### src/rtl/assert_macros.svh
// assertion macros shared by the rtl modules
`ifndef ASSERT_MACROS_SVH
`define ASSERT_MACROS_SVH

// same-cycle implication, checked on clk, off during reset
`define CHK_NOW(lbl, ante, cons) \
  lbl: assert property (@(posedge clk) disable iff (!rst_n) (ante) |-> (cons)) \
    else $error("check failed");

// next-cycle implication, checked on clk, off during reset
`define CHK_NEXT(lbl, ante, cons) \
  lbl: assert property (@(posedge clk) disable iff (!rst_n) (ante) |=> (cons)) \
    else $error("check failed");

`endif

### src/rtl/slcd_pkg.sv
// shared constants and types for the sync/length/checksum deframer
package slcd_pkg;

  localparam int MAX_FRAME   = 64;
  localparam int STORE_DEPTH = 64;
  localparam int ADDR_W      = $clog2(STORE_DEPTH);
  localparam int LEN_LIMIT   = (MAX_FRAME > STORE_DEPTH) ? STORE_DEPTH : MAX_FRAME;

  localparam logic [7:0] SYNC_FIRST  = 8'hAA;
  localparam logic [7:0] SYNC_SECOND = 8'h55;
  localparam logic [7:0] SYNC_SUM    = SYNC_FIRST + SYNC_SECOND;

  typedef logic [1:0] status_t;
  localparam status_t ST_BODY  = 2'd0;
  localparam status_t ST_ERR   = 2'd1;
  localparam status_t ST_EMPTY = 2'd2;

  // frame completion from parser to emitter
  typedef struct packed {
    logic              fire;
    status_t           status;
    logic [ADDR_W-1:0] cnt_m1;
  } done_t;

endpackage

### src/rtl/slcd_if.sv
// request channel interfaces for received bytes and emitted results
interface slcd_in_if;
  logic       valid;
  logic       ready;
  logic [7:0] rx_byte;

  modport source (output valid, output rx_byte, input ready);
  modport sink (input valid, input rx_byte, output ready);
endinterface

interface slcd_out_if;
  logic             valid;
  logic             ready;
  logic [7:0]       frame_byte;
  logic             last;
  slcd_pkg::status_t status;

  modport source (output valid, output frame_byte, output last, output status, input ready);
  modport sink (input valid, input frame_byte, input last, input status, output ready);
endinterface

### src/rtl/slcd_ram.sv
// simple dual-port ram, one write and one registered read port
module slcd_ram #(
  parameter int DEPTH = 64,
  parameter int WIDTH = 8
) (
  input  logic                     clk,
  input  logic                     we,
  input  logic [$clog2(DEPTH)-1:0] waddr,
  input  logic [WIDTH-1:0]         wdata,
  input  logic                     re,
  input  logic [$clog2(DEPTH)-1:0] raddr,
  output logic [WIDTH-1:0]         rdata
);

  logic [WIDTH-1:0] mem [DEPTH];

  always_ff @(posedge clk) begin
    if (we) begin
      mem[waddr] <= wdata;
    end
  end

  always_ff @(posedge clk) begin
    if (re) begin
      rdata <= mem[raddr];
    end
  end

endmodule

### src/rtl/slcd_rx.sv
// frame parser: sync hunt, length, body store writes and checksum check
`include "assert_macros.svh"

module slcd_rx (
  input  logic                        clk,
  input  logic                        rst_n,
  slcd_in_if.sink                     in_chan,
  input  logic                        emit_rdy,
  output slcd_pkg::done_t             done,
  output logic                        wr_en,
  output logic [slcd_pkg::ADDR_W-1:0] wr_addr,
  output logic [7:0]                  wr_data
);

  logic [7:0] pos_r, pos_nxt;
  logic [7:0] sum_r, sum_nxt;
  logic [7:0] len_r, len_nxt;
  logic       acc;
  logic [7:0] b;
  logic       in_body;
  logic [7:0] body_off;

  assign in_chan.ready = emit_rdy;
  assign acc           = in_chan.valid && emit_rdy;
  assign b             = in_chan.rx_byte;
  assign in_body       = ({1'b0, pos_r} + 9'd1) < {1'b0, len_r};
  assign body_off      = pos_r - 8'd3;

  assign wr_addr = body_off[slcd_pkg::ADDR_W-1:0];
  assign wr_data = b;

  always_comb begin
    pos_nxt     = pos_r;
    sum_nxt     = sum_r;
    len_nxt     = len_r;
    wr_en       = 1'b0;
    done.fire   = 1'b0;
    done.status = slcd_pkg::ST_BODY;
    done.cnt_m1 = '0;
    if (acc) begin
      if (pos_r == 8'd0) begin
        if (b == slcd_pkg::SYNC_FIRST) begin
          pos_nxt = 8'd1;
        end
      end else if (pos_r == 8'd1) begin
        pos_nxt = (b == slcd_pkg::SYNC_SECOND) ? 8'd2 : 8'd0;
      end else if (pos_r == 8'd2) begin
        if (b > 8'(slcd_pkg::LEN_LIMIT)) begin
          pos_nxt = 8'd0;
        end else begin
          len_nxt = b;
          sum_nxt = slcd_pkg::SYNC_SUM + b;
          pos_nxt = 8'd3;
        end
      end else if (in_body) begin
        wr_en   = 1'b1;
        sum_nxt = sum_r + b;
        pos_nxt = pos_r + 8'd1;
      end else begin
        pos_nxt   = 8'd0;
        done.fire = 1'b1;
        if (b != sum_r) begin
          done.status = slcd_pkg::ST_ERR;
        end else if (len_r >= 8'd5) begin
          done.status = slcd_pkg::ST_BODY;
          done.cnt_m1 = slcd_pkg::ADDR_W'(len_r - 8'd5);
        end else begin
          done.status = slcd_pkg::ST_EMPTY;
        end
      end
    end
  end

  always_ff @(posedge clk) begin
    if (!rst_n) begin
      pos_r <= '0;
      sum_r <= '0;
      len_r <= '0;
    end else begin
      pos_r <= pos_nxt;
      sum_r <= sum_nxt;
      len_r <= len_nxt;
    end
  end

  `CHK_NOW(a_pos_bound, pos_r >= 8'd3, pos_r < 8'(slcd_pkg::LEN_LIMIT))
  `CHK_NOW(a_wr_in_frame, wr_en, pos_r >= 8'd3 && len_r > 8'd4)

endmodule

### src/rtl/slcd_emit.sv
// result emitter: status results and body readout from the store
`include "assert_macros.svh"

module slcd_emit (
  input  logic                        clk,
  input  logic                        rst_n,
  input  slcd_pkg::done_t             done,
  output logic                        emit_rdy,
  output logic                        rd_en,
  output logic [slcd_pkg::ADDR_W-1:0] rd_addr,
  input  logic [7:0]                  rd_data,
  slcd_out_if.source                  out_chan
);

  typedef enum logic {E_IDLE, E_BODY} state_t;

  state_t                      state_r;
  logic                        out_valid_r;
  logic [7:0]                  out_byte_r;
  logic                        out_last_r;
  slcd_pkg::status_t           out_status_r;
  logic                        rd_pend_r;
  logic                        rd_last_r;
  logic [slcd_pkg::ADDR_W-1:0] rd_idx_r;
  logic [slcd_pkg::ADDR_W-1:0] cnt_m1_r;
  logic                        out_free;
  logic                        stat_load;

  assign out_free  = !out_valid_r || out_chan.ready;
  assign emit_rdy  = (state_r == E_IDLE) && !rd_pend_r && out_free;
  assign rd_en     = (state_r == E_BODY) && !rd_pend_r && out_free;
  assign rd_addr   = rd_idx_r;
  assign stat_load = done.fire && (done.status != slcd_pkg::ST_BODY);

  assign out_chan.valid      = out_valid_r;
  assign out_chan.frame_byte = out_byte_r;
  assign out_chan.last       = out_last_r;
  assign out_chan.status     = out_status_r;

  always_ff @(posedge clk) begin
    if (!rst_n) begin
      state_r     <= E_IDLE;
      out_valid_r <= 1'b0;
      rd_pend_r   <= 1'b0;
    end else begin
      if (done.fire) begin
        if (done.status == slcd_pkg::ST_BODY) begin
          state_r  <= E_BODY;
          rd_idx_r <= '0;
          cnt_m1_r <= done.cnt_m1;
        end else begin
          out_valid_r  <= 1'b1;
          out_byte_r   <= 8'd0;
          out_last_r   <= 1'b1;
          out_status_r <= done.status;
        end
      end
      if (rd_en) begin
        rd_pend_r <= 1'b1;
        rd_last_r <= (rd_idx_r == cnt_m1_r);
        rd_idx_r  <= rd_idx_r + slcd_pkg::ADDR_W'(1);
        if (rd_idx_r == cnt_m1_r) begin
          state_r <= E_IDLE;
        end
      end
      if (rd_pend_r) begin
        rd_pend_r    <= 1'b0;
        out_valid_r  <= 1'b1;
        out_byte_r   <= rd_data;
        out_last_r   <= rd_last_r;
        out_status_r <= slcd_pkg::ST_BODY;
      end else if (out_valid_r && out_chan.ready && !stat_load) begin
        out_valid_r <= 1'b0;
      end
    end
  end

  `CHK_NOW(a_pend_slot_free, rd_pend_r, !out_valid_r)
  `CHK_NOW(a_idx_bound, state_r == E_BODY, rd_idx_r <= cnt_m1_r)
  `CHK_NEXT(a_last_read_idle, rd_en && rd_idx_r == cnt_m1_r, state_r == E_IDLE && rd_pend_r)

endmodule

### src/rtl/sync_length_checksum_deframer_core.sv
// top level of the sync/length/checksum deframer
// Received bytes are taken one per cycle while the result register is free
// or being drained. A frame is 0xAA 0x55, a length byte L of at most 64, L-4
// body bytes and a sum8 checksum; body bytes go into a 64-entry store. When a
// good frame with a body completes, no input is taken while the body is read
// back and emitted: each body byte is read through the store's registered read
// port and loaded into the result register before the next read is issued.
// Checksum errors and empty frames give a single status result at once.
module sync_length_checksum_deframer_core (
  input  logic        clk,
  input  logic        rst_n,
  slcd_in_if.sink     in_chan,
  slcd_out_if.source  out_chan
);

  slcd_pkg::done_t             done;
  logic                        emit_rdy;
  logic                        wr_en;
  logic [slcd_pkg::ADDR_W-1:0] wr_addr;
  logic [7:0]                  wr_data;
  logic                        rd_en;
  logic [slcd_pkg::ADDR_W-1:0] rd_addr;
  logic [7:0]                  rd_data;

  slcd_rx u_rx (
    .clk      (clk),
    .rst_n    (rst_n),
    .in_chan  (in_chan),
    .emit_rdy (emit_rdy),
    .done     (done),
    .wr_en    (wr_en),
    .wr_addr  (wr_addr),
    .wr_data  (wr_data)
  );

  slcd_ram #(
    .DEPTH (slcd_pkg::STORE_DEPTH),
    .WIDTH (8)
  ) u_store (
    .clk   (clk),
    .we    (wr_en),
    .waddr (wr_addr),
    .wdata (wr_data),
    .re    (rd_en),
    .raddr (rd_addr),
    .rdata (rd_data)
  );

  slcd_emit u_emit (
    .clk      (clk),
    .rst_n    (rst_n),
    .done     (done),
    .emit_rdy (emit_rdy),
    .rd_en    (rd_en),
    .rd_addr  (rd_addr),
    .rd_data  (rd_data),
    .out_chan (out_chan)
  );

endmodule

### src/flat_wrapper.sv
// flat-port wrapper written by rule: the top's interface ports become plain ports
module sync_length_checksum_deframer_core_flat 
  (clk, rst_n, in_chan_valid, in_chan_rx_byte, in_chan_ready, out_chan_valid, out_chan_frame_byte, out_chan_last, out_chan_status, out_chan_ready);
  slcd_in_if in_chan_i ();
  slcd_out_if out_chan_i ();
  input  logic clk;
  input  logic rst_n;
  input wire logic [$bits(in_chan_i.valid)-1:0] in_chan_valid;
  input wire logic [$bits(in_chan_i.rx_byte)-1:0] in_chan_rx_byte;
  output wire logic [$bits(in_chan_i.ready)-1:0] in_chan_ready;
  output wire logic [$bits(out_chan_i.valid)-1:0] out_chan_valid;
  output wire logic [$bits(out_chan_i.frame_byte)-1:0] out_chan_frame_byte;
  output wire logic [$bits(out_chan_i.last)-1:0] out_chan_last;
  output wire logic [$bits(out_chan_i.status)-1:0] out_chan_status;
  input wire logic [$bits(out_chan_i.ready)-1:0] out_chan_ready;
  assign in_chan_i.valid = in_chan_valid;
  assign in_chan_i.rx_byte = in_chan_rx_byte;
  assign in_chan_ready = in_chan_i.ready;
  assign out_chan_valid = out_chan_i.valid;
  assign out_chan_frame_byte = out_chan_i.frame_byte;
  assign out_chan_last = out_chan_i.last;
  assign out_chan_status = out_chan_i.status;
  assign out_chan_i.ready = out_chan_ready;
  sync_length_checksum_deframer_core u_core (.clk(clk), .rst_n(rst_n), .in_chan(in_chan_i), .out_chan(out_chan_i));
endmodule
### config.mk
export PLATFORM = sky130hd
export DESIGN_NAME = sync_length_checksum_deframer_core_flat
export DESIGN_NICKNAME = d
export VERILOG_FILES = /design/src/rtl/slcd_pkg.sv /design/src/rtl/slcd_if.sv /design/src/rtl/slcd_ram.sv /design/src/rtl/slcd_rx.sv /design/src/rtl/slcd_emit.sv /design/src/rtl/sync_length_checksum_deframer_core.sv /design/src/flat_wrapper.sv
export VERILOG_INCLUDE_DIRS = /design/src /design/src/rtl
export SDC_FILE = /design/constraint.sdc
export NUM_CORES = 1
export LEC_CHECK = 0
export BUFFER_PORTS_ARGS = -buffer_cell sky130_fd_sc_hd__buf_2
export CAP_MARGIN = 20
export CORE_MARGIN = 1
export CORE_UTILIZATION = 60
export CTS_BUF_LIST = sky130_fd_sc_hd__clkbuf_8
export DETAILED_ROUTE_END_ITERATION = 7
export PLACE_DENSITY = 0.79
export SYNTH_ARGS = -nofsm -noshare
export SYNTH_HDL_FRONTEND = slang
export SYNTH_HIERARCHICAL = 1
export SYNTH_SLANG_ARGS = --single-unit
export TNS_END_PERCENT = 1
### constraint.sdc
create_clock -name clk -period 7.4 [get_ports clk]
set_clock_uncertainty 0.05 [all_clocks]
set_input_delay 0.74 -clock clk [delete_from_list [all_inputs] [get_ports clk]]
set_output_delay 0.74 -clock clk [all_outputs]
set_load 0.005 [all_outputs]
==> results of run 1 <==
-- metal layers --
metal	share of wire, %	wire, um	GRT usage, %	up-vias
li1	-	-	-	5290
met1	40	21120	39.46	6360
met2	47	24600	40.81	710
met3	9.5	4965	5.158	105
met4	3.4	1781	10.74	0
met5	0	0	0	-
-- report_power, final --
group | switching (mW) | internal, mW
Sequential | 0.000287 | 3.53
Clock | 1.18 | 1.18
Combinational | 0.0692 | 0.0120
Total | 1.25 | 4.72
-- through the flow --
| step | setup WS [ns] | cells |
|---|---|---|
| 2_1_floorplan | 3.513 | 1282 |
| 3_3_place_gp | 2.606 | 1769 |
| 3_5_place_dp | 2.393 | 1771 |
| 4_1_cts | 2.367 | 1929 |
| 5_1_grt | 1.971 | 1931 |
| 6_report | 2.218 | 1931 |
-- worst paths after layout --
kind | from | to | cells after the start
worst max-delay path | u_core/u_rx/pos_r[0]$_SDFFE_PN0P_ | u_core/u_store/mem[58][4]$_DFFE_PP_ | 13
worst min-delay path | rst_n | u_core/u_rx/pos_r[1]$_SDFFE_PN0P_ | 2
worst max register to register | u_core/u_rx/pos_r[0]$_SDFFE_PN0P_ | u_core/u_store/mem[58][4]$_DFFE_PP_ | 13
worst min register to register | u_core/u_rx/len_r[7]$_SDFFE_PN0P_ | u_core/u_rx/len_r[7]$_SDFFE_PN0P_ | 1
-- sequential cells by signal, summed over array words and instances, names as in the netlist --
register,count
u_core/u_rx/pos_r,8
u_core/u_emit/state_r,1
u_core/u_rx/sum_r,8
u_core/u_emit/out_chan.status,2
u_core/u_store/mem,512
u_core/u_emit/out_chan.frame_byte,8
u_core/u_emit/out_chan.valid,1
u_core/u_emit/rd_addr,6
u_core/u_emit/rd_last_r,1
u_core/u_emit/out_chan.last,1
u_core/u_store/rdata,8
u_core/u_rx/len_r,8
u_core/u_emit/rd_pend_r,1
u_core/u_emit/cnt_m1_r,6
-- cell type report --
cell class	count	area share, %
clock inverter	67	1.242
clock buffer	91	4.895
timing repair buffer	42	1.037
multi-input combinational	625	24.08
sequential	571	65.96
tap	518	2.533
inverter	17	0.2494
-- layout by cell type, fill, tap and decap left out, drive strengths merged, types with 28 or more instances in the layout --
cell type / synthesis / final
a21oi: 28 / 28
mux4: 126 / 126
nand3: 31 / 31
edfxtp: 544 / 544
buf: 50 / 40
nor2: 109 / 109
clkbuf: 19 / 93
nand2: 34 / 34
clkinv: 1 / 38
inv: 16 / 41
mux2i: 30 / 30
-- critical path, cell delays in order, from the launching register on --
cell	delay (ns)
dfxtp_1	0.49
ha_1	0.33
and3_1	0.27
nand3_1	0.16
xnor2_1	0.17
ha_1	0.30
and3_1	0.18
a221oi_1	0.27
o21a_1	0.35
nand3_1	0.33
inv_1	0.30
nor2b_1	0.29
nand2_1	0.56
nor2_1	0.77
-- kinds of logic after synthesis --
family	Yosys count	synth area share (%)
xor gates and xnor gates	36	1.339
adders and majority gates	22	1.201
and+or+nand+nor	280	5.924
DFF	571	71.66
muxes	169	13.95
AOI/OAI and AO/OA	118	3.751
buffers and inverters	86	2.173
==> impl_metrics.env, run 1 <==
export IMPL_regArea_um2=16880
export IMPL_placementRows=72
export IMPL_seq_area_frac_synth_pct=71.66
export IMPL_area_growth_pct=8.644
export IMPL_cts_setup_buffers=0
export IMPL_hold_class="in -> reg"
export IMPL_insertion_delay_ns=0.64
export IMPL_setup_violations_final=0
export IMPL_relSlewSlack_pct=30.51
export IMPL_drive_gt1_share_pct=21.59
export IMPL_cts_sinks=571
export IMPL_status="completed"
export IMPL_arrival_ns=5.39
export IMPL_dpl_hpwl_um=31620
export IMPL_io_pins=25
export IMPL_synth_area_top_cells="edfxtp_1 (69%), mux4_2 (12%), dfxtp_1 (2.3%)"
export IMPL_cts_max_level=3
export IMPL_synthArstFlopShare_pct=0
export IMPL_antenna_found_initial=0
export IMPL_netlist_top_cells_count="edfxtp_1 (544), mux4_2 (126), nor2_1 (109)"
export IMPL_routed_wire_length_per_instance_um=27.17
export IMPL_numCtsBuffers=89
export IMPL_synthCells=1282
export IMPL_clkTransAtPathRegs_ns=0.06
export IMPL_cts_tree="done"
export IMPL_die_w_um=200.1
export IMPL_die_area_um2=40040
export IMPL_ant_nets=0
export IMPL_ir_drop_mv=0.1210
export IMPL_first_iter_violations=1366
export IMPL_hold_viol_final=0
export IMPL_fin_hold_ws_ns=0.4082
export IMPL_post_synth_top_count_cell="edfxtp_1"
export IMPL_max_freq_mhz=193.0
export IMPL_cts_root_buf="clkbuf_8"
export IMPL_min_period_over_period_pct=70.02
export IMPL_final_core_util_pct=66.20
export IMPL_viasPerCell=6.455
export IMPL_finalInstanceArea_um2=25580
export IMPL_min_period_ns=5.182
export IMPL_synthFlopType="edfxtp_1"
export IMPL_grt_usage_pct=27.01
export IMPL_diodes=0
export IMPL_drv_slew=0
export IMPL_route_detailed_drc=0
export IMPL_post_dp_cell_area_um2=24000
export IMPL_start_kind="flop"
export IMPL_fillers=2425
export IMPL_grt_ovfl_total=0
export IMPL_p_per_area_nw_per_um2=233.5
export IMPL_vias=12470
export IMPL_initial_core_util_pct=60.93
export IMPL_cts_path_max_buffers=3
export IMPL_ys_types=70
export IMPL_postSynthAreaPerCell_um2=18.37
export IMPL_wl_um=52470
export IMPL_synth_area_um2=23550
export IMPL_syn_nets=1316
export IMPL_crit_required_ns=7.61
export IMPL_cts_hold_buffers=0
export IMPL_synth_top_area_share_pct=69.37
export IMPL_dieHeight_um=200.1
export IMPL_power_mw=5.974
export IMPL_grt_max_degree=114
export IMPL_worstPathMaxFanout=9
export IMPL_drtPass1Iterations=6
export IMPL_synth_edf_count=544
export IMPL_maxCapViolCount=0
export IMPL_tightest_slew_ns=1.039
export IMPL_fp_coreArea_um2=38650
export IMPL_rsz0062_at_grt="false"
export IMPL_path_class="reg -> reg"
export IMPL_ys_ff_latch=571
export IMPL_grt_pass1_vias=12380
export IMPL_cts_resized=0
export IMPL_synth_top_area_cell="edfxtp_1"
export IMPL_grt_pass1_wl_um=79360
export IMPL_p_leak_nw=8.192
export IMPL_multiInputGateArea_um2=6161
export IMPL_nets=1380
export IMPL_gp_congestion=0.8638
export IMPL_end_kind="flop"
export IMPL_fin_tns_setup_ns=0
export IMPL_r2r_setup_slack_ns=2.22
export IMPL_yosys_warnings=6
export IMPL_io_buffers=24
No activity file was read; power rests on OpenSTA's default activity.
==> inputs of run 2 (changes only) <==
- CORE_UTILIZATION: 60 -> 59
- PLACE_DENSITY: 0.79 -> 0.81
- clock period: 7.4 -> 4.3 ns (I/O delays scaled with it)
==> run 2 against run 1 <==
  * Cell area grew 2.6%
  * Hold slack lost 0.28 ns
  * Via count is 2.2% higher
  * Wire length is 1.7% lower
  * Highest routed layer unchanged
  * Utilization grew 1.1 points
  * First-iteration DRC count rose by 28%
  * Largest power group unchanged
  * Global-route usage decreased by 0.88 points
  * Count of clock-buffer cells in the layout is 3 lower
==> impl_metrics.env, run 2 (synthesized netlist as in run 1, its figures left out) <==
export IMPL_largest_reg_flops=512
export IMPL_regArea_um2=16880
export IMPL_cts_root_buf="clkbuf_8"
export IMPL_hold_class="in -> reg"
export IMPL_path_class="reg -> reg"
export IMPL_die_area_um2=40720
export IMPL_crit_required_ns=4.56
export IMPL_wl_um=51570
export IMPL_worst_slack_ns=0.2359
export IMPL_grt_pass1_wl_um=78830
export IMPL_ir_drop_mv=0.1732
export IMPL_p_per_area_nw_per_um2=387.5
export IMPL_rsz0062_at_grt="false"
export IMPL_arrival_ns=4.33
export IMPL_end_kind="flop"
export IMPL_drive_gt1_share_pct=26.60
export IMPL_combPwrFrac_pct=1.3
export IMPL_regMostFlops="u_core/u_store/mem"
export IMPL_nets=1467
export IMPL_power_frac_seq_pct=59.8
export IMPL_vias=12740
export IMPL_fp_coreArea_um2=39010
export IMPL_numCtsBuffers=85
export IMPL_cts_max_level=3
export IMPL_grt_usage_pct=26.13
export IMPL_min_period_over_period_pct=94.51
export IMPL_max_freq_mhz=246.1
export IMPL_p_sw_share_pct=20.37
export IMPL_antenna_found_initial=1
export IMPL_p_leak_nw=8.631
export IMPL_placementRows=72
export IMPL_most_common_layout_cells="edfxtp_1 (544), mux4_2 (126), nor2_1 (109)"
export IMPL_final_common_cell="edfxtp_1"
export IMPL_p_int_mw=8.098
export IMPL_first_iter_violations=1753
export IMPL_routed_wire_length_per_instance_um=25.72
export IMPL_hold_viol_final=0
export IMPL_route_detailed_drc=0
export IMPL_io_buffers=24
export IMPL_cts_tree="done"
export IMPL_final_cells=2005
export IMPL_insertion_delay_ns=0.62
export IMPL_min_period_ns=4.064
export IMPL_io_pins=25
export IMPL_setup_violations_final=0
export IMPL_dp_cells=1864
export IMPL_fin_tns_setup_ns=0
export IMPL_worstPathMaxFanout=8
export IMPL_die_w_um=201.8
export IMPL_relSlewSlack_pct=40.33
export IMPL_post_dp_cell_area_um2=24750
export IMPL_cts_path_max_buffers=3
export IMPL_area_growth_pct=11.44
export IMPL_final_core_util_pct=67.28
export IMPL_status="completed"
export IMPL_place_ws_ns=0.1216
export IMPL_start_kind="flop"
export IMPL_power_frac_clock_pct=38.9
export IMPL_gp_congestion=0.9201
export IMPL_fillers=2412
export IMPL_dpl_hpwl_um=32870
export IMPL_switchingPower_mw=2.071
export IMPL_fin_hold_ws_ns=0.1232
export IMPL_dieHeight_um=201.8
export IMPL_multiInputGateArea_um2=6181
export IMPL_power_mw=10.17
export IMPL_drtPass1Iterations=5
export IMPL_initial_core_util_pct=60.37
export IMPL_grt_max_degree=70
export IMPL_clkTransAtPathRegs_ns=0.06
export IMPL_grt_pass1_vias=12920
export IMPL_ant_nets=0
export IMPL_finalInstanceArea_um2=26240
export IMPL_tightest_slew_ns=0.8921
export IMPL_grt_ovfl_total=0
export IMPL_viasPerCell=6.356
export IMPL_drv_slew=0
export IMPL_cts_sinks=571
export IMPL_maxCapViolCount=0
-- run 2: worst paths after layout --
check	startpoint	slack [ns]	endpoint	cells past startpoint
setup / recovery	u_core/u_rx/pos_r[3]$_SDFFE_PN0P_	0.24	u_core/u_store/mem[14][6]$_DFFE_PP_	15
hold / removal	rst_n	0.12	u_core/u_rx/pos_r[1]$_SDFFE_PN0P_	2
setup reg to reg	u_core/u_rx/pos_r[3]$_SDFFE_PN0P_	0.24	u_core/u_store/mem[14][6]$_DFFE_PP_	15
hold reg to reg	u_core/u_rx/len_r[7]$_SDFFE_PN0P_	0.45	u_core/u_rx/len_r[7]$_SDFFE_PN0P_	1
-- run 2: what timing repair did --
action | in CTS | in global routing
hold buffers | 0 | 0
setup endpoints to repair | 0 | 224
gates resized for setup | 0 | 7
setup buffers | 0 | 0
-- run 2: area by class of cell --
cell class              count  area share, %
diodes                      2        0.01907
clock buffers              88          4.615
clock inverters            51         0.9917
inverters                  17         0.2432
multi-input cells         625          23.55
flip-flops and latches    571          64.31
well taps                 518          2.470
repair buffers            133          3.795
-- run 2: power groups by stage --
stage	registers [mW]	clock network (mW)	logic, mW
2_1_floorplan	6.19	0	0.0670
3_3_place_gp	6.20	0	0.131
3_5_place_dp	6.20	0	0.138
4_1_cts	6.08	4.02	0.137
5_1_grt	6.08	4.23	0.146
6_report	6.08	3.95	0.136
-- run 2: metal layers --
layer / wire, um / vias up / GRT usage [%]
met3: 4869 / 126 / 6.014
li1: - / 5436 / -
met1: 20000 / 6485 / 35.79
met2: 25040 / 697 / 41.53
met4: 1659 / 0 / 9.524
met5: 0 / - / 0
-- run 2: worst max-delay path: stages (launching register included) --
cell      delay, ns
dfxtp_1        0.51
nand3_1        0.20
nor2_1         0.22
and3_1         0.21
xor2_1         0.21
ha_1           0.28
and3_1         0.16
and3_1         0.23
a21boi_4       0.27
nand3_1        0.14
inv_1          0.24
nor2b_4        0.28
nand3_2        0.22
buf_4          0.23
nor2_1         0.13
buf_4          0.20
